**src/sv/hrhe_pkg.sv**
```systemverilog
// shared types, constants and keyword tables for the http response header extractor
// no dependencies; every other file except hrhe_in_if imports this package
package hrhe_pkg;

    // widths of the result fields
    localparam int ST_W         = 32;
    localparam int LEN_W        = 64;
    localparam int OUT_POS_W    = 32;
    localparam int POS_BITS_DEF = 32;

    typedef logic [OUT_POS_W-1:0] t_out_pos;

    // keyword lengths
    localparam int STATUS_KW_LEN = 8;
    localparam int LENGTH_KW_LEN = 16;
    localparam int LOC_KW_LEN    = 9;

    // saturation limits of the number accumulators
    localparam logic [ST_W-1:0]  ST_LIMIT   = 32'h8000_0000;
    localparam logic [ST_W-1:0]  ST_MAX     = 32'h7FFF_FFFF;
    localparam logic [LEN_W-1:0] LEN_LIMIT  = 64'h8000_0000_0000_0000;
    localparam logic [LEN_W-1:0] LEN_MAX    = 64'h7FFF_FFFF_FFFF_FFFF;
    localparam logic [ST_W-1:0]  ST_REDIRECT = 32'd302;

    // character codes
    localparam logic [7:0] CH_SP    = 8'h20;
    localparam logic [7:0] CH_PLUS  = 8'h2B;
    localparam logic [7:0] CH_MINUS = 8'h2D;
    localparam logic [7:0] CH_CR    = 8'h0D;
    localparam logic [7:0] CH_LF    = 8'h0A;
    localparam logic [7:0] CH_ZERO  = 8'h30;
    localparam logic [7:0] CH_NINE  = 8'h39;

    typedef enum logic [1:0] {ST_MATCH, ST_SKIP, ST_SIGN, ST_DIGITS} t_st_phase;
    typedef enum logic [2:0] {LN_MATCH, LN_SKIP, LN_SIGN, LN_DIGITS, LN_DONE} t_len_phase;
    typedef enum logic [1:0] {LC_MATCH, LC_SKIP, LC_VALUE, LC_DONE} t_loc_phase;

    // one byte step handed from the input register to the parsers
    typedef struct packed {
        logic       en;
        logic       clr;
        logic [7:0] data;
    } t_step;

    // location tracker state summary after the current byte
    typedef struct packed {
        logic active;
        logic skipping;
    } t_loc_flags;

    function automatic logic is_digit(input logic [7:0] b);
        is_digit = (b >= CH_ZERO) && (b <= CH_NINE);
    endfunction

    // "HTTP/1.1"
    function automatic logic [7:0] kw_status(input logic [2:0] idx);
        case (idx)
            3'd0:    kw_status = 8'h48;
            3'd1:    kw_status = 8'h54;
            3'd2:    kw_status = 8'h54;
            3'd3:    kw_status = 8'h50;
            3'd4:    kw_status = 8'h2F;
            3'd5:    kw_status = 8'h31;
            3'd6:    kw_status = 8'h2E;
            default: kw_status = 8'h31;
        endcase
    endfunction

    // "Content-Length: "
    function automatic logic [7:0] kw_length(input logic [3:0] idx);
        case (idx)
            4'd0:    kw_length = 8'h43;
            4'd1:    kw_length = 8'h6F;
            4'd2:    kw_length = 8'h6E;
            4'd3:    kw_length = 8'h74;
            4'd4:    kw_length = 8'h65;
            4'd5:    kw_length = 8'h6E;
            4'd6:    kw_length = 8'h74;
            4'd7:    kw_length = 8'h2D;
            4'd8:    kw_length = 8'h4C;
            4'd9:    kw_length = 8'h65;
            4'd10:   kw_length = 8'h6E;
            4'd11:   kw_length = 8'h67;
            4'd12:   kw_length = 8'h74;
            4'd13:   kw_length = 8'h68;
            4'd14:   kw_length = 8'h3A;
            default: kw_length = 8'h20;
        endcase
    endfunction

    // "Location:"
    function automatic logic [7:0] kw_loc(input logic [3:0] idx);
        case (idx)
            4'd0:    kw_loc = 8'h4C;
            4'd1:    kw_loc = 8'h6F;
            4'd2:    kw_loc = 8'h63;
            4'd3:    kw_loc = 8'h61;
            4'd4:    kw_loc = 8'h74;
            4'd5:    kw_loc = 8'h69;
            4'd6:    kw_loc = 8'h6F;
            4'd7:    kw_loc = 8'h6E;
            4'd8:    kw_loc = 8'h3A;
            default: kw_loc = 8'h00;
        endcase
    endfunction

endpackage

```
**src/sv/hrhe_in_if.sv**
```systemverilog
// request channel carrying one response byte and its last-byte mark
// depends on nothing but the valid/ready handshake convention
interface hrhe_in_if;
    logic       valid;
    logic       ready;
    logic [7:0] data_byte;
    logic       last_byte;

    modport source (output valid, output data_byte, output last_byte, input ready);
    modport sink   (input valid, input data_byte, input last_byte, output ready);
endinterface

```
**src/sv/hrhe_out_if.sv**
```systemverilog
// result channel carrying the extracted header fields of one response
// depends on hrhe_pkg for field widths
interface hrhe_out_if;
    import hrhe_pkg::*;

    logic                  valid;
    logic                  ready;
    logic signed [ST_W-1:0]  resp_status;
    logic signed [LEN_W-1:0] content_length;
    logic                  location_found;
    logic [OUT_POS_W-1:0]  location_offset;
    logic [OUT_POS_W-1:0]  location_length;

    modport source (output valid, output resp_status, output content_length,
                    output location_found, output location_offset,
                    output location_length, input ready);
    modport sink   (input valid, input resp_status, input content_length,
                    input location_found, input location_offset,
                    input location_length, output ready);
endinterface

```
**src/sv/hrhe_status.sv**
```systemverilog
// status line parser: matches "HTTP/1.1", then reads sign and digits into the status
// depends on hrhe_pkg
module hrhe_status (
    input  logic                       i_clk,
    input  logic                       i_rst_n,
    input  hrhe_pkg::t_step            i_step,
    output logic [hrhe_pkg::ST_W-1:0]  o_value
);
    import hrhe_pkg::*;

    t_st_phase        r_phase, n_phase;
    logic [2:0]       r_idx, n_idx;
    logic [ST_W-1:0]  r_acc, n_acc;
    logic             r_neg, n_neg;
    logic [ST_W-1:0]  r_value, n_value;

    logic [ST_W-1:0]  acc_base;
    logic [ST_W+3:0]  acc_prod;
    logic [2:0]       match_idx;
    logic [3:0]       match_next;
    logic             is_sign;

    // next state for one byte
    always_comb begin
        n_phase    = r_phase;
        n_idx      = r_idx;
        n_acc      = r_acc;
        n_neg      = r_neg;
        n_value    = r_value;
        is_sign    = (i_step.data == CH_PLUS) || (i_step.data == CH_MINUS);
        acc_base   = (r_phase == ST_DIGITS) ? r_acc : '0;
        acc_prod   = ({4'b0000, acc_base} << 3) + ({4'b0000, acc_base} << 1)
                   + {{(ST_W){1'b0}}, i_step.data[3:0]};
        match_idx  = (r_phase == ST_MATCH) ? r_idx : 3'd0;
        match_next = 4'd0;
        if (i_step.data == kw_status(match_idx)) begin
            match_next = {1'b0, match_idx} + 4'd1;
        end else if (i_step.data == kw_status(3'd0)) begin
            match_next = 4'd1;
        end

        if (r_phase == ST_SKIP && i_step.data == CH_SP) begin
            // spaces before the number are skipped
        end else if (r_phase == ST_SKIP && is_sign) begin
            n_neg   = (i_step.data == CH_MINUS);
            n_phase = ST_SIGN;
        end else if (r_phase != ST_MATCH && is_digit(i_step.data)) begin
            n_phase = ST_DIGITS;
            n_acc   = (acc_prod > {4'b0000, ST_LIMIT}) ? ST_LIMIT : acc_prod[ST_W-1:0];
            if (r_neg) begin
                n_value = ~n_acc + 1'b1;
            end else begin
                n_value = n_acc[ST_W-1] ? ST_MAX : n_acc;
            end
        end else if (match_next == 4'(STATUS_KW_LEN)) begin
            n_idx   = 3'd0;
            n_phase = ST_SKIP;
            n_neg   = 1'b0;
            n_acc   = '0;
        end else begin
            n_idx   = match_next[2:0];
            n_phase = ST_MATCH;
        end
    end

    // state registers; status value survives the end of a response
    always_ff @(posedge i_clk) begin
        if (!i_rst_n) begin
            r_phase <= ST_MATCH;
            r_idx   <= 3'd0;
            r_acc   <= '0;
            r_neg   <= 1'b0;
            r_value <= '0;
        end else if (i_step.en) begin
            r_value <= n_value;
            if (i_step.clr) begin
                r_phase <= ST_MATCH;
                r_idx   <= 3'd0;
                r_acc   <= '0;
                r_neg   <= 1'b0;
            end else begin
                r_phase <= n_phase;
                r_idx   <= n_idx;
                r_acc   <= n_acc;
                r_neg   <= n_neg;
            end
        end
    end

    assign o_value = n_value;

endmodule

```
**src/sv/hrhe_length.sv**
```systemverilog
// content length parser: first "Content-Length: " then sign and digits, 64-bit saturating
// depends on hrhe_pkg
module hrhe_length (
    input  logic                        i_clk,
    input  logic                        i_rst_n,
    input  hrhe_pkg::t_step             i_step,
    output logic [hrhe_pkg::LEN_W-1:0]  o_length
);
    import hrhe_pkg::*;

    t_len_phase        r_phase, n_phase;
    logic [3:0]        r_idx, n_idx;
    logic [LEN_W-1:0]  r_acc, n_acc;
    logic              r_neg, n_neg;

    logic [LEN_W+3:0]  acc_prod;
    logic [4:0]        match_next;
    logic              is_sign;

    // next state for one byte
    always_comb begin
        n_phase    = r_phase;
        n_idx      = r_idx;
        n_acc      = r_acc;
        n_neg      = r_neg;
        is_sign    = (i_step.data == CH_PLUS) || (i_step.data == CH_MINUS);
        acc_prod   = ({4'b0000, r_acc} << 3) + ({4'b0000, r_acc} << 1)
                   + {{(LEN_W){1'b0}}, i_step.data[3:0]};
        match_next = 5'd0;
        if (i_step.data == kw_length(r_idx)) begin
            match_next = {1'b0, r_idx} + 5'd1;
        end else if (i_step.data == kw_length(4'd0)) begin
            match_next = 5'd1;
        end

        case (r_phase)
            LN_MATCH: begin
                if (match_next == 5'(LENGTH_KW_LEN)) begin
                    n_phase = LN_SKIP;
                end else begin
                    n_idx = match_next[3:0];
                end
            end
            LN_SKIP, LN_SIGN, LN_DIGITS: begin
                if (r_phase == LN_SKIP && i_step.data == CH_SP) begin
                    // leading spaces
                end else if (r_phase == LN_SKIP && is_sign) begin
                    n_neg   = (i_step.data == CH_MINUS);
                    n_phase = LN_SIGN;
                end else if (is_digit(i_step.data)) begin
                    n_phase = LN_DIGITS;
                    n_acc   = (acc_prod > {4'b0000, LEN_LIMIT}) ? LEN_LIMIT
                                                                 : acc_prod[LEN_W-1:0];
                end else begin
                    n_phase = LN_DONE;
                end
            end
            default: begin
                n_phase = r_phase;
            end
        endcase
    end

    // state registers
    always_ff @(posedge i_clk) begin
        if (!i_rst_n) begin
            r_phase <= LN_MATCH;
            r_idx   <= 4'd0;
            r_acc   <= '0;
            r_neg   <= 1'b0;
        end else if (i_step.en) begin
            if (i_step.clr) begin
                r_phase <= LN_MATCH;
                r_idx   <= 4'd0;
                r_acc   <= '0;
                r_neg   <= 1'b0;
            end else begin
                r_phase <= n_phase;
                r_idx   <= n_idx;
                r_acc   <= n_acc;
                r_neg   <= n_neg;
            end
        end
    end

    // signed view of the length after this byte
    assign o_length = n_neg ? (~n_acc + 1'b1) : (n_acc[LEN_W-1] ? LEN_MAX : n_acc);

endmodule

```
**src/sv/hrhe_location.sv**
```systemverilog
// location tracker: finds "Location:", records value start and length up to CRLF
// depends on hrhe_pkg
module hrhe_location #(
    parameter int POSITION_BITS = hrhe_pkg::POS_BITS_DEF
) (
    input  logic                      i_clk,
    input  logic                      i_rst_n,
    input  hrhe_pkg::t_step           i_step,
    input  logic [POSITION_BITS-1:0]  i_pos,
    output hrhe_pkg::t_loc_flags      o_flags,
    output logic [POSITION_BITS-1:0]  o_start,
    output logic [POSITION_BITS-1:0]  o_count
);
    import hrhe_pkg::*;

    t_loc_phase                r_phase, n_phase;
    logic [3:0]                r_idx, n_idx;
    logic [POSITION_BITS-1:0]  r_start, n_start;
    logic [POSITION_BITS-1:0]  r_count, n_count;
    logic                      r_cr, n_cr;

    logic [3:0]                match_next;

    // next state for one byte
    always_comb begin
        n_phase    = r_phase;
        n_idx      = r_idx;
        n_start    = r_start;
        n_count    = r_count;
        n_cr       = r_cr;
        match_next = 4'd0;
        if (i_step.data == kw_loc(r_idx)) begin
            match_next = r_idx + 4'd1;
        end else if (i_step.data == kw_loc(4'd0)) begin
            match_next = 4'd1;
        end

        case (r_phase)
            LC_MATCH: begin
                if (match_next == 4'(LOC_KW_LEN)) begin
                    n_phase = LC_SKIP;
                end else begin
                    n_idx = match_next;
                end
            end
            LC_SKIP: begin
                // first non-space byte opens the value and counts as one byte of it
                if (i_step.data != CH_SP) begin
                    n_start = i_pos;
                    n_count = POSITION_BITS'(1);
                    n_cr    = (i_step.data == CH_CR);
                    n_phase = LC_VALUE;
                end
            end
            LC_VALUE: begin
                if (r_cr && i_step.data == CH_LF) begin
                    n_count = (r_count != '0) ? r_count - 1'b1 : r_count;
                    n_cr    = 1'b0;
                    n_phase = LC_DONE;
                end else begin
                    n_count = (&r_count) ? r_count : r_count + 1'b1;
                    n_cr    = (i_step.data == CH_CR);
                end
            end
            default: begin
                n_phase = r_phase;
            end
        endcase
    end

    // state registers
    always_ff @(posedge i_clk) begin
        if (!i_rst_n) begin
            r_phase <= LC_MATCH;
            r_idx   <= 4'd0;
            r_start <= '0;
            r_count <= '0;
            r_cr    <= 1'b0;
        end else if (i_step.en) begin
            if (i_step.clr) begin
                r_phase <= LC_MATCH;
                r_idx   <= 4'd0;
                r_start <= '0;
                r_count <= '0;
                r_cr    <= 1'b0;
            end else begin
                r_phase <= n_phase;
                r_idx   <= n_idx;
                r_start <= n_start;
                r_count <= n_count;
                r_cr    <= n_cr;
            end
        end
    end

    assign o_flags.active   = (n_phase != LC_MATCH);
    assign o_flags.skipping = (n_phase == LC_SKIP);
    assign o_start          = n_start;
    assign o_count          = n_count;

endmodule

```
**src/sv/http_response_header_extractor.sv**
```systemverilog
// HTTP response header extractor, top level; uses hrhe_pkg, hrhe_in_if, hrhe_out_if,
// hrhe_status, hrhe_length and hrhe_location. Bytes of a response enter on i_req one
// per cycle with last_byte on the final one; each byte is registered, then the three
// keyword parsers update their state from the input register, and the byte carrying
// last_byte loads the result register in the same cycle, that drives o_rsp. Throughput
// is one byte per cycle, bounded by the 64-bit multiply-by-ten-and-add of the length
// parser; the input stalls only while a finished result waits in the result register
// and another last byte is ready to overwrite it. The status code is kept from one
// response to the next; all other state clears after each last byte. Positions and
// counts saturate at 2^POSITION_BITS-1 and are reported in their low 32 bits.
module http_response_header_extractor #(
    parameter int POSITION_BITS = hrhe_pkg::POS_BITS_DEF
) (
    input  logic          i_clk,
    input  logic          i_rst_n,
    hrhe_in_if.sink       i_req,
    hrhe_out_if.source    o_rsp
);
    import hrhe_pkg::*;

    // input register
    logic                      r_in_valid;
    logic [7:0]                r_in_data;
    logic                      r_in_last;

    // byte position within the response
    logic [POSITION_BITS-1:0]  r_pos, n_pos;

    // result register
    logic                      r_out_valid;
    logic [ST_W-1:0]           r_out_status;
    logic [LEN_W-1:0]          r_out_length;
    logic                      r_out_found;
    t_out_pos                  r_out_offset;
    t_out_pos                  r_out_count;

    logic                      out_free;
    logic                      advance;
    t_step                     step;
    logic [ST_W-1:0]           st_value;
    logic [LEN_W-1:0]          len_value;
    t_loc_flags                loc_flags;
    logic [POSITION_BITS-1:0]  loc_start;
    logic [POSITION_BITS-1:0]  loc_count;
    logic                      found;
    t_out_pos                  res_offset;
    t_out_pos                  res_count;

    // handshake: a byte moves on unless it is a last byte facing a full result register
    assign out_free    = !r_out_valid || o_rsp.ready;
    assign advance     = r_in_valid && (!r_in_last || out_free);
    assign i_req.ready = !r_in_valid || advance;

    always_ff @(posedge i_clk) begin
        if (!i_rst_n) begin
            r_in_valid <= 1'b0;
        end else if (i_req.ready) begin
            r_in_valid <= i_req.valid;
        end
    end

    always_ff @(posedge i_clk) begin
        if (i_req.ready && i_req.valid) begin
            r_in_data <= i_req.data_byte;
            r_in_last <= i_req.last_byte;
        end
    end

    assign step.en   = advance;
    assign step.clr  = r_in_last;
    assign step.data = r_in_data;

    // saturating byte position
    assign n_pos = (&r_pos) ? r_pos : r_pos + 1'b1;

    always_ff @(posedge i_clk) begin
        if (!i_rst_n) begin
            r_pos <= '0;
        end else if (advance) begin
            r_pos <= r_in_last ? '0 : n_pos;
        end
    end

    // parsers
    hrhe_status u_status (
        .i_clk   (i_clk),
        .i_rst_n (i_rst_n),
        .i_step  (step),
        .o_value (st_value)
    );

    hrhe_length u_length (
        .i_clk    (i_clk),
        .i_rst_n  (i_rst_n),
        .i_step   (step),
        .o_length (len_value)
    );

    hrhe_location #(
        .POSITION_BITS (POSITION_BITS)
    ) u_location (
        .i_clk   (i_clk),
        .i_rst_n (i_rst_n),
        .i_step  (step),
        .i_pos   (r_pos),
        .o_flags (loc_flags),
        .o_start (loc_start),
        .o_count (loc_count)
    );

    // location fields only count for a redirect
    assign found      = (st_value == ST_REDIRECT) && loc_flags.active;
    assign res_offset = !found ? '0 : (loc_flags.skipping ? t_out_pos'(n_pos)
                                                          : t_out_pos'(loc_start));
    assign res_count  = (found && !loc_flags.skipping) ? t_out_pos'(loc_count) : '0;

    // result register
    always_ff @(posedge i_clk) begin
        if (!i_rst_n) begin
            r_out_valid <= 1'b0;
        end else if (advance && r_in_last) begin
            r_out_valid <= 1'b1;
        end else if (o_rsp.ready) begin
            r_out_valid <= 1'b0;
        end
    end

    always_ff @(posedge i_clk) begin
        if (advance && r_in_last) begin
            r_out_status <= st_value;
            r_out_length <= len_value;
            r_out_found  <= found;
            r_out_offset <= res_offset;
            r_out_count  <= res_count;
        end
    end

    assign o_rsp.valid           = r_out_valid;
    assign o_rsp.resp_status     = $signed(r_out_status);
    assign o_rsp.content_length  = $signed(r_out_length);
    assign o_rsp.location_found  = r_out_found;
    assign o_rsp.location_offset = r_out_offset;
    assign o_rsp.location_length = r_out_count;

`ifndef SYNTHESIS
    // a processed last byte always leaves a result waiting
    a_last_gives_result: assert property (@(posedge i_clk) disable iff (!i_rst_n)
        advance && r_in_last |=> r_out_valid)
        else $error("last byte processed without a result");

    // position restarts after every response
    a_pos_restart: assert property (@(posedge i_clk) disable iff (!i_rst_n)
        advance && r_in_last |=> r_pos == '0)
        else $error("byte position not cleared after last byte");

    // an empty input register never blocks a request
    a_ready_when_empty: assert property (@(posedge i_clk) disable iff (!i_rst_n)
        !r_in_valid |-> i_req.ready)
        else $error("input stalled with an empty input register");

    // location is reported only for a redirect
    a_found_redirect: assert property (@(posedge i_clk) disable iff (!i_rst_n)
        r_out_valid && r_out_found |-> r_out_status == ST_REDIRECT)
        else $error("location reported for a non-redirect status");

    // no location means zero offset and length
    a_not_found_zero: assert property (@(posedge i_clk) disable iff (!i_rst_n)
        r_out_valid && !r_out_found |-> r_out_offset == '0 && r_out_count == '0)
        else $error("location fields set without a location");
`endif

endmodule

```
**src/flat_wrapper.sv**
```systemverilog
// flat-port wrapper written by rule: the top's interface ports become plain ports
module http_response_header_extractor_flat import hrhe_pkg::*;
#(
    parameter int POSITION_BITS = hrhe_pkg::POS_BITS_DEF
)
  (i_clk, i_rst_n, i_req_valid, i_req_data_byte, i_req_last_byte, i_req_ready, o_rsp_valid, o_rsp_resp_status, o_rsp_content_length, o_rsp_location_found, o_rsp_location_offset, o_rsp_location_length, o_rsp_ready);
  hrhe_in_if i_req_i ();
  hrhe_out_if o_rsp_i ();
  input  logic i_clk;
  input  logic i_rst_n;
  input wire logic [$bits(i_req_i.valid)-1:0] i_req_valid;
  input wire logic [$bits(i_req_i.data_byte)-1:0] i_req_data_byte;
  input wire logic [$bits(i_req_i.last_byte)-1:0] i_req_last_byte;
  output wire logic [$bits(i_req_i.ready)-1:0] i_req_ready;
  output wire logic [$bits(o_rsp_i.valid)-1:0] o_rsp_valid;
  output wire logic [$bits(o_rsp_i.resp_status)-1:0] o_rsp_resp_status;
  output wire logic [$bits(o_rsp_i.content_length)-1:0] o_rsp_content_length;
  output wire logic [$bits(o_rsp_i.location_found)-1:0] o_rsp_location_found;
  output wire logic [$bits(o_rsp_i.location_offset)-1:0] o_rsp_location_offset;
  output wire logic [$bits(o_rsp_i.location_length)-1:0] o_rsp_location_length;
  input wire logic [$bits(o_rsp_i.ready)-1:0] o_rsp_ready;
  assign i_req_i.valid = i_req_valid;
  assign i_req_i.data_byte = i_req_data_byte;
  assign i_req_i.last_byte = i_req_last_byte;
  assign i_req_ready = i_req_i.ready;
  assign o_rsp_valid = o_rsp_i.valid;
  assign o_rsp_resp_status = o_rsp_i.resp_status;
  assign o_rsp_content_length = o_rsp_i.content_length;
  assign o_rsp_location_found = o_rsp_i.location_found;
  assign o_rsp_location_offset = o_rsp_i.location_offset;
  assign o_rsp_location_length = o_rsp_i.location_length;
  assign o_rsp_i.ready = o_rsp_ready;
  http_response_header_extractor #(.POSITION_BITS(POSITION_BITS)) u_core (.i_clk(i_clk), .i_rst_n(i_rst_n), .i_req(i_req_i), .o_rsp(o_rsp_i));
endmodule
```
**config.mk**
```make
export PLATFORM = sky130hd
export DESIGN_NAME = http_response_header_extractor_flat
export DESIGN_NICKNAME = d
export VERILOG_FILES = /design/src/sv/hrhe_pkg.sv /design/src/sv/hrhe_in_if.sv /design/src/sv/hrhe_out_if.sv /design/src/sv/hrhe_status.sv /design/src/sv/hrhe_length.sv /design/src/sv/hrhe_location.sv /design/src/sv/http_response_header_extractor.sv /design/src/flat_wrapper.sv
export SDC_FILE = /design/constraint.sdc
export NUM_CORES = 1
export LEC_CHECK = 0
export CAP_MARGIN = 20
export CORE_MARGIN = 8
export CORE_UTILIZATION = 59
export DETAILED_ROUTE_END_ITERATION = 16
export DONT_BUFFER_PORTS = 1
export GPL_TIMING_DRIVEN = 1
export PLACE_DENSITY_LB_ADDON = 0.2
export REMOVE_ABC_BUFFERS = 1
export SYNTH_ARGS = -nofsm -noshare
export SYNTH_HDL_FRONTEND = slang
export SYNTH_SLANG_ARGS = --single-unit
```
**constraint.sdc**
```tcl
create_clock -name i_clk -period 7.85 [get_ports i_clk]
set_input_delay 0.785 -clock i_clk [delete_from_list [all_inputs] [get_ports i_clk]]
set_output_delay 0.785 -clock i_clk [all_outputs]
set_load 0.01 [all_outputs]
```
# == Yosys cells after proc, flatten, opt, wreduce, memory -nomap -nowiden ==
# Memory sizes are Yosys's and may differ from the RTL's. A register that Yosys moved wholly into a read port is not among the register bits.
# Cells that the tools add are included.
# classes
add_sub_neg,12
mul,0
n_div,0
n_lt_le_gt_ge,4
eq_ne,38
shifts,0
muxes,86
n_bitwise,2
reduce_logical,46
# ops
operator,count
$mux W32,22
$mux W64,7
$add A32 B1 Y32 const B,3
$add A67 B65 Y68,1
$add A68 B4 Y68,1
$gt A68 B64 Y1 const B,1
$add A64 B1 Y64 const B,1
$not A64 Y64,1
$pmux W32 S2,1
$reduce_and A32 Y1,2
$mux W63,1
$mux W4,12
$add A35 B33 Y36,1
$add A36 B4 Y36,1
$gt A36 B32 Y1 const B,1
$pmux W7 S5,1
$mux W3,11
$eq A32 B9 Y1 const B,1
$not A32 Y32,1
$reduce_bool A32 Y1,1
$sub A32 B1 Y32 const B,1
$mux W31,1
$eq A8 B6 Y1 const B,3
$eq A8 B7 Y1 const B,3
other kinds (35),109
# totals
reg_bits,417
latchBits,0
mem_bits_rw,0
romBits,224
input_bits,13
out_inout_bits,163
wordCells,214
n_memories,2
# mem_list
name,depth,word_bits,rd,rd_ports_with_merged_regs,write_ports,line_no,text
(name not given),16,7,1,1,0,hrhe_pkg.sv:71,case (idx)
(name not given),16,7,1,1,0,hrhe_pkg.sv:93,case (idx)

# == Depth between registers and ports, before layout ==
# logic_depth
depth_word,15
depth_mapped,37
mapped_depth_nobuf,29

# == By module ==
# Synthesis repeated with hierarchy kept, for this count alone.
# unflattened
hier_cells,4207
hier_area_um2,33935.0
# modules_own_cells
module,n_inst,cells_each,area_each_um2,seq_area_each_um2
hrhe_length,1,1878,13141.4,1581.5
http_response_header_extractor,1,588,8012.7,5785.5
hrhe_status,1,978,6991.7,1401.3
hrhe_location,1,763,5789.3,1561.5

# == Worst setup path before layout ==
# No wires, ideal clock.
# synth_timing
path_type,reg2reg
startpoint,register u_core.r_in_data[3]
endpoint,register u_core.r_out_offset[11] (netlist: u_core.o_rsp.location_offset[11]) (data pin)
arrival_ps,7393
required_ps,7571
setup_slack_ps,178
stages_incl_launch_ff,32
n_path_buf,7
period_less_slack_ps,7672
cell_sequence,edfxtp_1 clkbuf_1 inv_1 fa_1 fa_1 nor2b_1 o22ai_1 xnor2_1 or3b_1 nor4_1 nand4bb_1 or4_1 buf_2 o31a_1 nor2_4 buf_4 buf_4 nand2_1 ha_1 nand3b_1 or3_1 nor3_1 nand2b_1 nor3_1 a211oi_1 clkbuf_1 a21oi_1 a311oi_1 a32o_1 buf_2 clkbuf_1 nor4_2
# synth_via
elab_chain_len,11
elab_cells_between_ends,39
classes_between,2 x add/sub; 3 x order compare; 10 x eq/ne; 15 x mux; 1 x bitwise; 8 x reduce/logical
# synth_lines
element,line_no,text
start: declaration,http_response_header_extractor.sv:23,logic [7:0] r_in_data;
start signal: assignment,http_response_header_extractor.sv:64,r_in_data <= i_req.data_byte;
$add A36 B4 Y36,hrhe_status.sv:33,"+ {{(ST_W){1'b0}}, i_step.data[3:0]};"
$gt A36 B32 Y1,hrhe_status.sv:49,"n_acc = (acc_prod > {4'b0000, ST_LIMIT}) ? ST_LIMIT : acc_prod[ST_W-1:0];"
$mux W32,hrhe_status.sv:49,
$not A32 Y32,hrhe_status.sv:51,n_value = ~n_acc + 1'b1;
$add A32 B1 Y32,hrhe_status.sv:51,
$mux W32,hrhe_status.sv:50,if (r_neg) begin
$mux W32,hrhe_status.sv:47,end else if (r_phase != ST_MATCH && is_digit(i_step.data)) begin
$mux W32,hrhe_status.sv:44,end else if (r_phase == ST_SKIP && is_sign) begin
$mux W32,hrhe_status.sv:42,if (r_phase == ST_SKIP && i_step.data == CH_SP) begin
$eq A32 B9 Y1,http_response_header_extractor.sv:112,assign found = (st_value == ST_REDIRECT) && loc_flags.active;
$logic_and A1 B1 Y1,http_response_header_extractor.sv:112,
end signal: assignment,http_response_header_extractor.sv:133,r_out_offset <= res_offset;
end: declaration,http_response_header_extractor.sv:34,t_out_pos r_out_offset;
# Parallel ways exist; a longest one is shown, timed or not.
# A chain may end at the register's enable or synchronous reset.

# == Worst setup path after layout ==
# layout_timing
startpoint,register u_core.r_in_data[2]
endpoint,register u_core.r_out_length[58] (netlist: u_core.o_rsp.content_length[58]) (data pin)
# layout_via
elab_chain_len,10
elab_cells_between_ends,23
classes_between,2 x add/sub; 3 x order compare; 3 x eq/ne; 10 x mux; 1 x bitwise; 4 x reduce/logical
# layout_lines
element,line_no,text
$add A68 B4 Y68,hrhe_length.sv:28,"+ {{(LEN_W){1'b0}}, i_step.data[3:0]};"
$gt A68 B64 Y1,hrhe_length.sv:52,"n_acc = (acc_prod > {4'b0000, LEN_LIMIT}) ? LEN_LIMIT"
$mux W64,hrhe_length.sv:52,
$mux W64,hrhe_length.sv:50,end else if (is_digit(i_step.data)) begin
$mux W64,hrhe_length.sv:47,end else if (r_phase == LN_SKIP && is_sign) begin
$mux W64,hrhe_length.sv:45,if (r_phase == LN_SKIP && i_step.data == CH_SP) begin
$mux W64,hrhe_length.sv:36,case (r_phase)
$not A64 Y64,hrhe_length.sv:87,assign o_length = n_neg ? (~n_acc + 1'b1) : (n_acc[LEN_W-1] ? LEN_MAX : n_acc);
$add A64 B1 Y64,hrhe_length.sv:87,
$mux W64 (*),hrhe_length.sv:87,
net u_core.len_value[58],http_response_header_extractor.sv:41,logic [LEN_W-1:0] len_value;
end signal: assignment,http_response_header_extractor.sv:131,r_out_length <= len_value;
end: declaration,http_response_header_extractor.sv:32,logic [LEN_W-1:0] r_out_length;
# The timed path passes the listed nets; every way through them passes the cells marked *.

==> flow_metrics.tcl <==
set metrics [dict create \
    outcome "finished, final reports clean" \
    die_w_um 255.2 \
    dieArea_um2 65110 \
    ys_ff_latch 431 \
    max_cap_violations 0 \
    max_slew.worst_pin.slew_ns 1.077 \
    synth_area_leaders "dfxtp_1, edfxtp_1, ha_1" \
    place.gp.congestion 1.010 \
    start_util 0.5974 \
    met3_usage 0.04355 \
    num_rows 87 \
    synth_top_cell_by_area "dfxtp_1" \
    cts_buffer_depth 3 \
    cp_max_fo 5 \
    cts-root-buf "clkbuf_16" \
    antenna_found_initial 7 \
    cts_buffers 48 \
    worstHoldPathType "input pin to register" \
    core_um2 56500 \
    synthArstFlopShare 0 \
    syn_area_um2 33750 \
    yosys.cell_types.count 101 \
    grt_pass1_vias 30460 \
    wl_per_cell_um 23.24 \
    slew_violations 0 \
    power_density_nw_per_um2 136.5 \
    cts_hold_buffers 0 \
    synthTopCellsByCount "nand2_1, a21oi_1, nor2_1" \
    clock_latency_ns 0.62 \
    nets 4301 \
    synth_area_per_cell_um2 8.049 \
    p_leak_uw 0.01408 \
    drtAntennaViolNets 0 \
    syn2layout_area_growth_pct 8.178 \
    portBuffers 0 \
    die_height_um 255.2 \
    first_pass_iters 7 \
    grt_max_degree 253 \
    max_freq_mhz 131.0 \
    yosys.area.top_type_share 0.1548 \
    yosys_warnings 0 \
    post-place-ws_ns -0.1641 \
    io_pins 176 \
    ys_seq_area_frac 0.3061 \
    crit_type "register to register" \
    slew_headroom 0.2788 \
    viasPerCell 6.803 \
    setup_ws_ns 0.2163 \
    synthCells 4193 \
    layout-drive-gt1-share 0.08637 \
    fin_skew_ns 0.03038 \
    hold-worst-slack_ns 0.2603 \
    htree_levels 2 \
    grt_pass1_wl_um 173500 \
    use_met1 0.4301 \
    cp-start-kind "register" \
    crit_arrival_ns 7.95 \
    grt_busiest_layer "met2" \
    dp_hpwl_um 80970 \
    synthFlopType "dfxtp_1" \
    setup-violations-final 0 \
    met2_usage 0.5300 \
    finalCritPeriodShare 0.9724 \
    cp-end-kind "register" \
    cts_sinks 431 \
    synth_enable_flop_cells 170 \
    period_needed_ns 7.634 \
    ir_drop_mv 0.1529 \
    grt_usage 0.3288 \
    drc 0 \
    globalRouteOverflowTotal 0 \
    hold_viol_final 0 \
    wl_um 113300 \
    cp.required_ns 8.17 \
    path_clk_slew_ns 0.07 \
    drtIter0Drc 3529 \
    cts_tree "built" \
    vias 33150 \
    synth_most_common_cell "nand2_1" \
]
where the power goes:
| part | internal, uW | leakage [uW] | switching [uW] | total, uW |
|---|---|---|---|---|
| Sequential | 2340 | 0.00390 | 17.2 | 2350 |
| Clock | 1440 | 0.000832 | 1010 | 2450 |
| Combinational | 49.8 | 0.00935 | 127 | 177 |
| Total | 3830 | 0.0141 | 1150 | 4980 |
sequential cells by signal, summed over array words and instances (netlist names), named ones only:
signal / count
u_core.u_length.r_idx: 4
u_core.u_status.r_acc: 32
u_core.r_in_valid: 1
u_core.r_in_last: 1
u_core.u_status.r_value: 32
u_core.u_status.r_idx: 3
u_core.r_pos: 32
u_core.o_rsp.content_length: 64
u_core.u_location.r_cr: 1
u_core.u_length.r_acc: 64
u_core.o_rsp.location_length: 32
u_core.o_rsp.resp_status: 32
u_core.r_in_data: 8
u_core.o_rsp.location_offset: 32
u_core.u_location.r_phase: 2
u_core.u_location.r_idx: 4
u_core.u_status.r_phase: 2
u_core.o_rsp.valid: 1
u_core.u_location.r_start: 32
u_core.o_rsp.location_found: 1
u_core.u_length.r_phase: 3
u_core.u_length.r_neg: 1
u_core.u_status.r_neg: 1
u_core.u_location.r_count: 32
layout make-up:
class                   instances  area [um^2]
multi-input cells            3390        22210
fillers                      4924        19980
flip-flops and latches        431        10330
inverters                      74        282.8
clock buffers                  62         1336
well taps                     756        945.9
clock inverters                28        369.1
diodes                          7        17.52
repair buffers                125         1021
cells by family (layout without fill, tap and decap cells):
group	Yosys count	after routing	share of synthesized area
and+or+nand+nor	1737	1737	0.2753
AOI/OAI and AO/OA	1254	1254	0.2452
DFF	431	431	0.3061
buffers and inverters	372	289	0.04404
adders and majority gates	218	218	0.08171
xor gates and xnor gates	164	164	0.04256
muxes	17	17	0.005153
other	0	7	0
path summary, 6_finish.rpt:
check,end,cells after the start,start,slack (ns)
worst max-delay path,u_core.o_rsp.content_length[58],26,u_core.r_in_data[2],0.22
worst min register to register,u_core.u_status.r_value[3],2,u_core.u_status.r_value[3],0.47
worst max register to register,u_core.o_rsp.content_length[58],26,u_core.r_in_data[2],0.22
worst min-delay path,u_core.r_in_last,0,i_req_last_byte,0.26
critical path: stages, from the launching register on:
cell,delay (ns)
edfxtp_1,0.48
ha_1,0.33
ha_1,0.25
fa_1,0.43
a21o_1,0.23
a311o_1,0.40
a211oi_2,0.35
o211ai_1,0.36
a21oi_2,0.35
o21ai_0,0.27
xor2_1,0.26
or4_1,0.50
or4_4,0.58
o31ai_4,0.35
a22oi_1,0.17
ha_1,0.25
o21ai_0,0.21
a21oi_1,0.13
a21boi_0,0.19
a21boi_2,0.27
nand4_1,0.16
a211oi_1,0.10
and3_1,0.24
buf_4,0.15
nand2_1,0.07
xor2_1,0.15
a21oi_1,0.08
timing repair:
item                       4_1_cts  5_1_grt
resized for setup                2       38
buffers inserted                 0        6
gates cloned                     0        1
pin swaps                        0        7
setup endpoints to repair        9       74
metrics by stage:
stage,TNS [ns],area (um^2),total power [uW],utilization,instances
after floorplan,-213.41,32540,2507,-,3895
after global placement,-0.02790,34540,2571,0.6113,4768
after detailed placement,-0.8522,34540,2574,0.6113,4768
after CTS,0,36240,5001,0.6416,4858
after global routing,-0.4407,36510,5102,0.6462,4872
final,0,36510,4984,0.6463,4873
layer usage:
metal  vias to the layer above  share of wire  wire length, um
met5                         -        0.00011               13
met4                         2          0.053             6036
met3                       308          0.073             8261
met2                      1598           0.46            52060
met1                     15770           0.41            46880
li1                      15470              -                -
cells in the final DEF (no fill, tap or decap), types with 68 or more instances in the layout:
cell type / synthesis / layout
nand2_1: 412 / 411
a21oi_1: 322 / 317
nor2_1: 304 / 300
o21ai_0: 267 / 261
dfxtp_1: 261 / 260
ha_1: 214 / 207
nor2b_1: 200 / 200
a22oi_1: 186 / 186
edfxtp_1: 170 / 170
nor3_1: 174 / 167
nand3_1: 119 / 119
buf_4: 5 / 118
and3_1: 86 / 86
xnor2_1: 84 / 84
xor2_1: 80 / 80
inv_1: 74 / 73
nand4_1: 68 / 68
(Power assumes the default switching activity.)
